## src/sv39_ptw_pkg.sv

```systemverilog
`timescale 1ns / 1ps
// ----------------------------------------------------------------------------
// sv39_ptw_pkg: shared types and constants of the Sv39 table walker
// Field widths, request and register codes, controller states and the
// command/status groups between the controller and the datapath.
// ----------------------------------------------------------------------------
package sv39_ptw_pkg;

	localparam int TABLE_PAGES_DEF  = 64;
	localparam int PAGE_OFFSET_BITS = 12;
	localparam int VPN_W            = 9;
	localparam int PPN_W            = 44;
	localparam int VA_W             = 39;
	localparam int PA_W             = 56;
	localparam int PTE_W            = 64;
	localparam int FLAG_W           = 10;
	localparam int IDX_W            = 15;
	localparam int CFG_IDX_W        = 1;
	localparam int PTE_PPN_LSB      = 10;
	// virtual address bits kept after issue: level 1 and level 0 indices plus offset
	localparam int VA_KEEP_W        = PAGE_OFFSET_BITS + 2 * VPN_W;

	localparam logic REQ_WRITE = 1'b0;
	localparam logic REQ_XLATE = 1'b1;

	localparam logic [CFG_IDX_W-1:0] CFG_ROOT_PAGE = 1'b0;
	localparam logic [CFG_IDX_W-1:0] CFG_BASE_PAGE = 1'b1;

	typedef enum logic [2:0] {
		ST_CLEAR,
		ST_IDLE,
		ST_WALK1,
		ST_WALK0,
		ST_DONE
	} ptw_state_t;

	typedef enum logic [1:0] {
		RES_NONE,
		RES_FAULT,
		RES_LEAF
	} res_kind_t;

	typedef enum logic [1:0] {
		LVL_ROOT,
		LVL_MID,
		LVL_LAST
	} lvl_sel_t;

	typedef struct packed {
		logic              req_type;
		logic [IDX_W-1:0]  entry_index;
		logic [PTE_W-1:0]  entry_value;
		logic [VA_W-1:0]   virtual_addr;
	} in_item_t;

	typedef struct packed {
		logic              found;
		logic [PA_W-1:0]   phys_addr;
		logic [FLAG_W-1:0] leaf_flags;
		logic              range_fault;
	} out_item_t;

	typedef struct packed {
		logic      clear;
		logic      capture;
		logic      mem_wr;
		logic      rd_en;
		lvl_sel_t  lvl;
		logic      load_out;
		res_kind_t kind;
	} ctl_cmd_t;

	typedef struct packed {
		logic clear_done;
		logic is_write;
		logic wr_ok;
		logic slot_ok;
		logic pte_valid;
		logic out_busy;
	} dp_sts_t;

endpackage

```

## src/sv39_ptw_ctrl.sv

```systemverilog
`timescale 1ns / 1ps
// ----------------------------------------------------------------------------
// sv39_ptw_ctrl: controller of the Sv39 table walker
// Sequences the clearing pass, entry writes and the three-level walk, and
// chooses the kind of result handed to the result register.
// ----------------------------------------------------------------------------
module sv39_ptw_ctrl (
	input  logic                    clk,
	input  logic                    arst_n,
	input  logic                    in_valid,
	output logic                    in_ready,
	input  sv39_ptw_pkg::dp_sts_t   sts,
	output sv39_ptw_pkg::ctl_cmd_t  cmd
);

	sv39_ptw_pkg::ptw_state_t state_q, state_d;
	sv39_ptw_pkg::res_kind_t  kind_q, kind_d;
	logic                     accept;

	assign accept = in_valid && (state_q == sv39_ptw_pkg::ST_IDLE);

	always_ff @(posedge clk or negedge arst_n) begin
		if (!arst_n) begin
			state_q <= sv39_ptw_pkg::ST_CLEAR;
			kind_q  <= sv39_ptw_pkg::RES_NONE;
		end else begin
			state_q <= state_d;
			kind_q  <= kind_d;
		end
	end

	// next state
	always_comb begin
		state_d = state_q;
		kind_d  = kind_q;
		unique case (state_q)
			sv39_ptw_pkg::ST_CLEAR: begin
				if (sts.clear_done) state_d = sv39_ptw_pkg::ST_IDLE;
			end
			sv39_ptw_pkg::ST_IDLE: begin
				if (accept) begin
					if (sts.is_write) begin
						kind_d  = sts.wr_ok ? sv39_ptw_pkg::RES_NONE : sv39_ptw_pkg::RES_FAULT;
						state_d = sv39_ptw_pkg::ST_DONE;
					end else if (!sts.slot_ok) begin
						kind_d  = sv39_ptw_pkg::RES_FAULT;
						state_d = sv39_ptw_pkg::ST_DONE;
					end else begin
						state_d = sv39_ptw_pkg::ST_WALK1;
					end
				end
			end
			sv39_ptw_pkg::ST_WALK1: begin
				if (!sts.pte_valid) begin
					kind_d  = sv39_ptw_pkg::RES_NONE;
					state_d = sv39_ptw_pkg::ST_DONE;
				end else if (!sts.slot_ok) begin
					kind_d  = sv39_ptw_pkg::RES_FAULT;
					state_d = sv39_ptw_pkg::ST_DONE;
				end else begin
					state_d = sv39_ptw_pkg::ST_WALK0;
				end
			end
			sv39_ptw_pkg::ST_WALK0: begin
				state_d = sv39_ptw_pkg::ST_DONE;
				if (!sts.pte_valid) begin
					kind_d = sv39_ptw_pkg::RES_NONE;
				end else if (!sts.slot_ok) begin
					kind_d = sv39_ptw_pkg::RES_FAULT;
				end else begin
					kind_d = sv39_ptw_pkg::RES_LEAF;
				end
			end
			sv39_ptw_pkg::ST_DONE: begin
				if (!sts.out_busy) state_d = sv39_ptw_pkg::ST_IDLE;
			end
			default: begin
				state_d = sv39_ptw_pkg::ST_CLEAR;
			end
		endcase
	end

	// outputs
	always_comb begin
		in_ready     = 1'b0;
		cmd.clear    = 1'b0;
		cmd.capture  = 1'b0;
		cmd.mem_wr   = 1'b0;
		cmd.rd_en    = 1'b0;
		cmd.lvl      = sv39_ptw_pkg::LVL_ROOT;
		cmd.load_out = 1'b0;
		cmd.kind     = kind_q;
		unique case (state_q)
			sv39_ptw_pkg::ST_CLEAR: begin
				cmd.clear = 1'b1;
			end
			sv39_ptw_pkg::ST_IDLE: begin
				in_ready    = 1'b1;
				cmd.capture = accept;
				cmd.mem_wr  = accept && sts.is_write && sts.wr_ok;
				cmd.rd_en   = accept && !sts.is_write && sts.slot_ok;
			end
			sv39_ptw_pkg::ST_WALK1: begin
				cmd.lvl   = sv39_ptw_pkg::LVL_MID;
				cmd.rd_en = sts.pte_valid && sts.slot_ok;
			end
			sv39_ptw_pkg::ST_WALK0: begin
				cmd.lvl   = sv39_ptw_pkg::LVL_LAST;
				cmd.rd_en = sts.pte_valid && sts.slot_ok;
			end
			sv39_ptw_pkg::ST_DONE: begin
				cmd.load_out = !sts.out_busy;
			end
			default: begin
				cmd.clear = 1'b0;
			end
		endcase
	end

`ifndef SYNTHESIS
	a_read_chain: assert property (@(posedge clk) disable iff (!arst_n)
		(cmd.rd_en && (cmd.lvl != sv39_ptw_pkg::LVL_ROOT)) |-> $past(cmd.rd_en))
		else $error("lower-level read without the read of the level above");

	a_ready_in_idle: assert property (@(posedge clk) disable iff (!arst_n)
		in_ready |-> (state_q == sv39_ptw_pkg::ST_IDLE))
		else $error("input ready outside the idle state");

	a_load_in_done: assert property (@(posedge clk) disable iff (!arst_n)
		cmd.load_out |-> (state_q == sv39_ptw_pkg::ST_DONE))
		else $error("result loaded outside the done state");
`endif

endmodule
```

## config.mk

```make
export PLATFORM = sky130hd
export DESIGN_NAME = sv39_ptw_ctrl
export DESIGN_NICKNAME = d
export VERILOG_FILES = /design/src/sv39_ptw_pkg.sv /design/src/sv39_ptw_ctrl.sv
export SDC_FILE = /design/constraint.sdc
export NUM_CORES = 1
export LEC_CHECK = 0
export BUFFER_PORTS_ARGS = -buffer_cell sky130_fd_sc_hd__buf_2
export CAP_MARGIN = 5
export CORE_AREA = 2 2 39 41
export CTS_CLUSTER_SIZE = 28
export DETAILED_ROUTE_END_ITERATION = 10
export DIE_AREA = 0 0 41 43
export PLACE_DENSITY = 0.57
export SLEW_MARGIN = 20
export SYNTH_ARGS = -nofsm -noshare
export SYNTH_HDL_FRONTEND = slang
export SYNTH_SLANG_ARGS = --single-unit
```

## constraint.sdc

```tcl
create_clock -name clk -period 1.4 [get_ports clk]
set_clock_uncertainty 0.15 [all_clocks]
set_input_delay 0.14 -clock clk [delete_from_list [all_inputs] [get_ports clk]]
set_output_delay 0.14 -clock clk [all_outputs]
set_load 0.03 [all_outputs]
```

==> out/qor.yml, run 1 <==
leakage_nw: 0.343
cp_slowest_stage_delay_ns: 0.42
pin_count: 19
clock_tree.root_cell: "sky130_fd_sc_hd__clkbuf_4"
layout_area_growth_over_synthesis_pct: 94.0
count_of_endpoints_failing_setup_in_the_final_report: 11
grt_setup_unrepaired: "true"
synth_seq_area_share_pct: 31.5
drt_iter0_drc: 3
first_global_vias: 445
synthesis.yosys.warnings: 0
tritoncts.num_buffers: 3
clk_pin_slew_ns: 0.05
post-route-min-period_ns: 1.62
grt_util_all_layers_pct: 16.8
initial_utilization_pct: 28.7
die_width_microns: 41
n_fill_cell: 123
fp-row-count: 14
cp-start-kind: "flop"
route.detailed.drc: 0
num_antenna_cells: 0
ys_types: 25
netlist_area_sq_um: 397
post_synth_most_frequent_cells: "6 x sky130_fd_sc_hd__nor2_1, 5 x sky130_fd_sc_hd__dfrtp_1, 4 x sky130_fd_sc_hd__a21oi_1"
dieArea_sq_um: 1760
inst_count_dp: 87
yosys_most_used_dff: "sky130_fd_sc_hd__dfrtp_1"
synthTopCellsByArea: "sky130_fd_sc_hd__dfrtp_1 32%, sky130_fd_sc_hd__buf_6 5.7%, sky130_fd_sc_hd__nor2_1 5.7%"
postSynthNetCount: 57
cp_data_arrival_time_ns: 1.33
ctsLongestPathBuffers: 2
insertion_delay_ns: 0.24
worst_slew_margin_rel_pct: 82.2
detailed_place_hpwl_microns: 881
number_of_max_capacitance_violations_reported: 0
cts-htree-levels: 1
gp_congestion: 0.742
synth.avg_cell_area_sq_um: 8.26
timing.final.ws_setup_ns: -0.222
post-route-period-util_pct: 116
yosysTopAreaCellShare_pct: 31.5
ir_worst_vdd_mv: 0.799
clock-sinks: 5
buffer_ports.inserted: 18
timing_hold_violations_final: 0
initial_antenna_violation_count: 0
initial_drt_pass_iterations: 4
syn_inst: 48
layout-drive-gt1-share_pct: 67.1
cts_tree: "yes"
critical_path.slowest_cell: "sky130_fd_sc_hd__dfrtp_2"
route.detailed.wl_per_inst_microns: 13.9
global_route_wire_length_before_repair_microns: 1930
post-synth-top-count-cell: "sky130_fd_sc_hd__nor2_1"
worst_ep_required_time_ns: 1.11
yosysTopAreaCell: "sky130_fd_sc_hd__dfrtp_1"
failed_checks: "negative setup slack"
edff_count_synth: 0
pin_count_of_the_biggest_net_entering_global_routing: 8
outcome: "finished, violations left"
tightest_slew_ns: 0.266
drt-vias-per-instance: 4.94
critical_path.n_buffers_inverters: 1
grt_overflow: 0
worst_path_dominant_cell_family: "simple AND/OR/NAND/NOR gates"
crit_fanout: 3
worst_setup_path_end_kind: "primary output"
timing.fmax_ghz: 0.616
postSynth.asyncResetShare_pct: 100
synth_seq_cells: 5
die_height_microns: 43
final_max_slew_viols: 0
drtAntennaViolNets: 0
setup_total_negative_slack_ns: -1.45
stdcell_count: 98
p_per_area_nw_per_um2: 1970
ordered_list_of_cells_on_the_worst_path: "nor3b_4, nand2_2, o21ai_2, and2_4, buf_6"
detailed_route_wire_length_microns: 1370
via_count: 484
layout.nets: 92
min-delay-path-class: "primary input to flop"
setup.worst_path.class: "flop to primary output"
core_area_sq_um: 1380
-- cells in the final DEF, fill, tap and decap left out, types with 3 or more instances in the layout --
master	instances
sky130_fd_sc_hd__buf_2	10
sky130_fd_sc_hd__clkbuf_4	3
sky130_fd_sc_hd__nor2_4	3
sky130_fd_sc_hd__a21oi_1	4
sky130_fd_sc_hd__nor2_1	3
sky130_fd_sc_hd__nand2_2	3
sky130_fd_sc_hd__dfrtp_1	4
sky130_fd_sc_hd__o21ai_1	3
sky130_fd_sc_hd__buf_4	14
sky130_fd_sc_hd__buf_6	8
-- routing by layer --
layer / wire, microns / track usage, % / up-vias / part of all wire (%)
met4: 10 / 8.00 / 0 / 0.73
li1: - / - / 242 / -
met3: 57 / 3.14 / 2 / 4.2
met1: 573 / 21.3 / 223 / 42
met2: 722 / 25.9 / 17 / 53
met5: 0 / 0 / - / 0
-- tightest hold or removal path: cells and delay by family --
family / cells / cell delay [ns]
AND/OR/NAND/NOR: 1 / 0.08
buffers and inverters: 1 / 0.12
AO/OA/AOI/OAI: 1 / 0.06
-- layout make-up --
cell class,count,area (sq um),share of cell area (%)
flip-flops and latches,5,126,16.4
multi-input cells,38,332,43.1
inverters,2,10.0,1.30
well taps,16,20.0,2.60
clock buffers,4,26.3,3.41
repair buffers,33,255,33.2
-- metrics by stage --
step	instance area (sq um)	worst slack, ns	total power, W	util (%)	hold slack [ns]
floorplan	429	-0.168	0.000819	-	-0.306
global placement	569	-0.00625	0.00105	41.1	-0.189
detailed placement	569	-0.0357	0.00105	41.1	-0.184
CTS	727	-0.229	0.00144	52.5	0.0425
global route	769	-0.293	0.00161	55.6	0.0662
finish	769	-0.222	0.00152	55.6	0.0498
-- cells by family after synthesis --
kind of cell | share of synthesized area (%)
AND/OR/NAND/NOR | 31.9
flip-flops | 31.5
AO/OA/AOI/OAI | 27.1
buffers and inverters | 9.46
-- flip-flops by register name, indices dropped and copies added (netlist names) --
name,count
state_q,3
kind_q,2
-- repair_timing --
action | 4_1_cts | 5_1_grt
endpoints found under the setup margin | 8 | 13
buffers inserted | 7 | 1
gates resized for setup | 23 | 9
pin swaps | 5 | 3
endpoints found under the hold margin | 5 | 0
hold buffers | 1 | 0
-- where the power goes --
part,switching [W],internal (W)
sequential,0.0000487,0.000197
clock,0.0000611,0.000108
combinational,0.000582,0.000521
-- path summary, 6_finish.rpt --
| kind | start | to | slack [ns] | depth (start not counted) |
|---|---|---|---|---|
| max | state_q[2] | cmd[5] | -0.22 | 5 |
| min | sts[1] | kind_q[1] | 0.05 | 3 |
| max reg2reg | state_q[1] | state_q[1] | -0.21 | 7 |
| min reg2reg | kind_q[0] | kind_q[0] | 0.38 | 2 |
| max in group asynchronous | arst_n | state_q[2] | 0.85 | 2 |
| min in group asynchronous | arst_n | kind_q[1] | 0.09 | 2 |
Note: power is estimated with default switching activity, not from simulation.
==> inputs of run 2 (changes only) <==
PLACE_DENSITY = 0.61   (was 0.57)
==> run 2 against run 1 <==
  * The run still ends with negative setup slack left
  * Setup slack better by 0.011 ns
  * Flip-flop and latch count unchanged
  * Clock power decreased by 5%
  * Sequential share of layout area is 1.6 points higher
  * Utilization down 4.9 points
  * Critical endpoint unchanged
  * Largest cell class unchanged
==> out/qor.yml, run 2 (synthesis gave the netlist of run 1 again) <==
buffer_ports.inserted: 18
layout_area_growth_over_synthesis_pct: 77.0
grt_setup_unrepaired: "true"
worst_setup_path_end_kind: "primary output"
layout.cells.most_common_list: "11 x sky130_fd_sc_hd__buf_2, 9 x sky130_fd_sc_hd__buf_4, 8 x sky130_fd_sc_hd__buf_6"
crit_fanout: 3
failed_checks: "negative setup slack"
setup.worst_path.class: "flop to primary output"
pwr-share-seq_pct: 18.0
timing.fmax_ghz: 0.621
worst_hold_path.num_cells: 2
worst_ep_required_time_ns: 1.11
p_per_area_nw_per_um2: 1920
clock-sinks: 5
min-delay-path-class: "primary input to flop"
drt_iter0_drc: 8
leakage_nw: 0.313
via_count: 474
global_route_wire_length_before_repair_microns: 1700
inst_count_dp: 87
outcome: "finished, violations left"
largest_registers: "state_q: 3 flops, kind_q: 2 flops"
gp_congestion: 0.771
power.share.clock_pct: 11.9
first_global_vias: 410
drt-vias-per-instance: 5.04
layout_commonest_cell: "sky130_fd_sc_hd__buf_2"
die_width_microns: 41
num_antenna_cells: 0
number_of_max_capacitance_violations_reported: 0
die_height_microns: 43
route.detailed.drc: 0
tritoncts.num_buffers: 3
ctsLongestPathBuffers: 2
detailed_route_wire_length_microns: 1100
number_of_flip_flops_under_the_largest_register_name: 3
clk_pin_slew_ns: 0.04
final_max_slew_viols: 0
layout.nets: 88
cp-start-kind: "flop"
drtAntennaViolNets: 0
timing_hold_violations_final: 0
layout-drive-gt1-share_pct: 62.8
core_area_sq_um: 1380
cp_data_arrival_time_ns: 1.32
post-route-period-util_pct: 115
rr_worst_depth: 6
clock_tree.root_cell: "sky130_fd_sc_hd__clkbuf_4"
insertion_delay_ns: 0.24
power.internal_w: 0.000728
cts-htree-levels: 1
initial_antenna_violation_count: 0
cts_tree: "yes"
post-route-min-period_ns: 1.61
power.switching_w: 0.000618
pin_count: 19
detailed_place_hpwl_microns: 825
grt_util_all_layers_pct: 14.4
pin_count_of_the_biggest_net_entering_global_routing: 15
initial_utilization_pct: 28.7
dieArea_sq_um: 1760
largest-register: "state_q"
grt_overflow: 0
power_switching_share_pct: 45.9
stdcell_count: 94
place_worst_setup_slack_ns: -0.0149
timing.final.ws_setup_ns: -0.211
ir_worst_vdd_mv: 0.553
worst_slew_margin_rel_pct: 84.1
fp-row-count: 14
tightest_slew_ns: 0.238
initial_drt_pass_iterations: 4
route.detailed.wl_per_inst_microns: 11.7
count_of_endpoints_failing_setup_in_the_final_report: 7
comb_power_share_pct: 70.0
[run 2: changes by cell type in the layout (fill, tap and decap cells not counted), sizes merged]
cell,change
buf,-4
[run 2: layer usage]
layer | global-route usage, % | part of all wire [%] | vias to the layer above
met1 | 16.4 | 40 | 217
met2 | 23.1 | 53 | 25
met5 | 0 | 0 | -
met3 | 6.28 | 7.4 | 0
met4 | 4.00 | 0 | 0
li1 | - | - | 232
[run 2: stage by stage]
stage               setup TNS, ns  hold WS [ns]  total power [W]  instance area [sq um]  util, %
floorplan                  -0.386        -0.306         0.000819                    429        -
global placement          -0.0139        -0.194          0.00103                    569     41.1
detailed placement        -0.0149        -0.193          0.00103                    569     41.1
CTS                         -1.00        0.0368          0.00127                    656     47.4
global route                -1.72        0.0386          0.00146                    702     50.7
finish                      -1.18        0.0396          0.00135                    702     50.7
[run 2: power groups by stage]
stage,combinational [W],sequential [W],clock [W]
2_1_floorplan,0.000538,0.000281,0
3_3_place_gp,0.000789,0.000243,0
3_5_place_dp,0.000788,0.000244,0
4_1_cts,0.000860,0.000241,0.000166
5_1_grt,0.00102,0.000249,0.000184
6_report,0.000943,0.000243,0.000161
[run 2: path summary, 6_finish.rpt]
kind	start	end	slack [ns]
min in group asynchronous	arst_n	kind_q[0]	0.09
max reg2reg	state_q[1]	kind_q[0]	0.01
min	sts[0]	state_q[2]	0.04
max in group asynchronous	arst_n	state_q[2]	0.87
max	state_q[1]	cmd[5]	-0.21
min reg2reg	kind_q[1]	kind_q[1]	0.39
[run 2: timing repair]
item                       in CTS  in global routing
setup endpoints to repair       7                 12
setup buffers                   1                  1
gates resized for setup        15                 10
pin swaps                       1                  7
hold buffers                    1                  0
hold endpoints to repair        5                  0
[run 2: critical path, cell delays in order, from the launching register on]
cell,delay (ns)
sky130_fd_sc_hd__dfrtp_1,0.41
sky130_fd_sc_hd__nor3b_4,0.22
sky130_fd_sc_hd__nand2_2,0.08
sky130_fd_sc_hd__o21ai_2,0.11
sky130_fd_sc_hd__and2_4,0.14
sky130_fd_sc_hd__buf_6,0.12
[run 2: area by class of cell]
type                            count  area [sq um]
Sequential cell                     5           126
Timing Repair Buffer               29           223
Fill cell                         128           682
Tap cell                           16          20.0
Clock buffer                        4          26.3
Multi-Input combinational cell     38           294
Inverter                            2          12.5
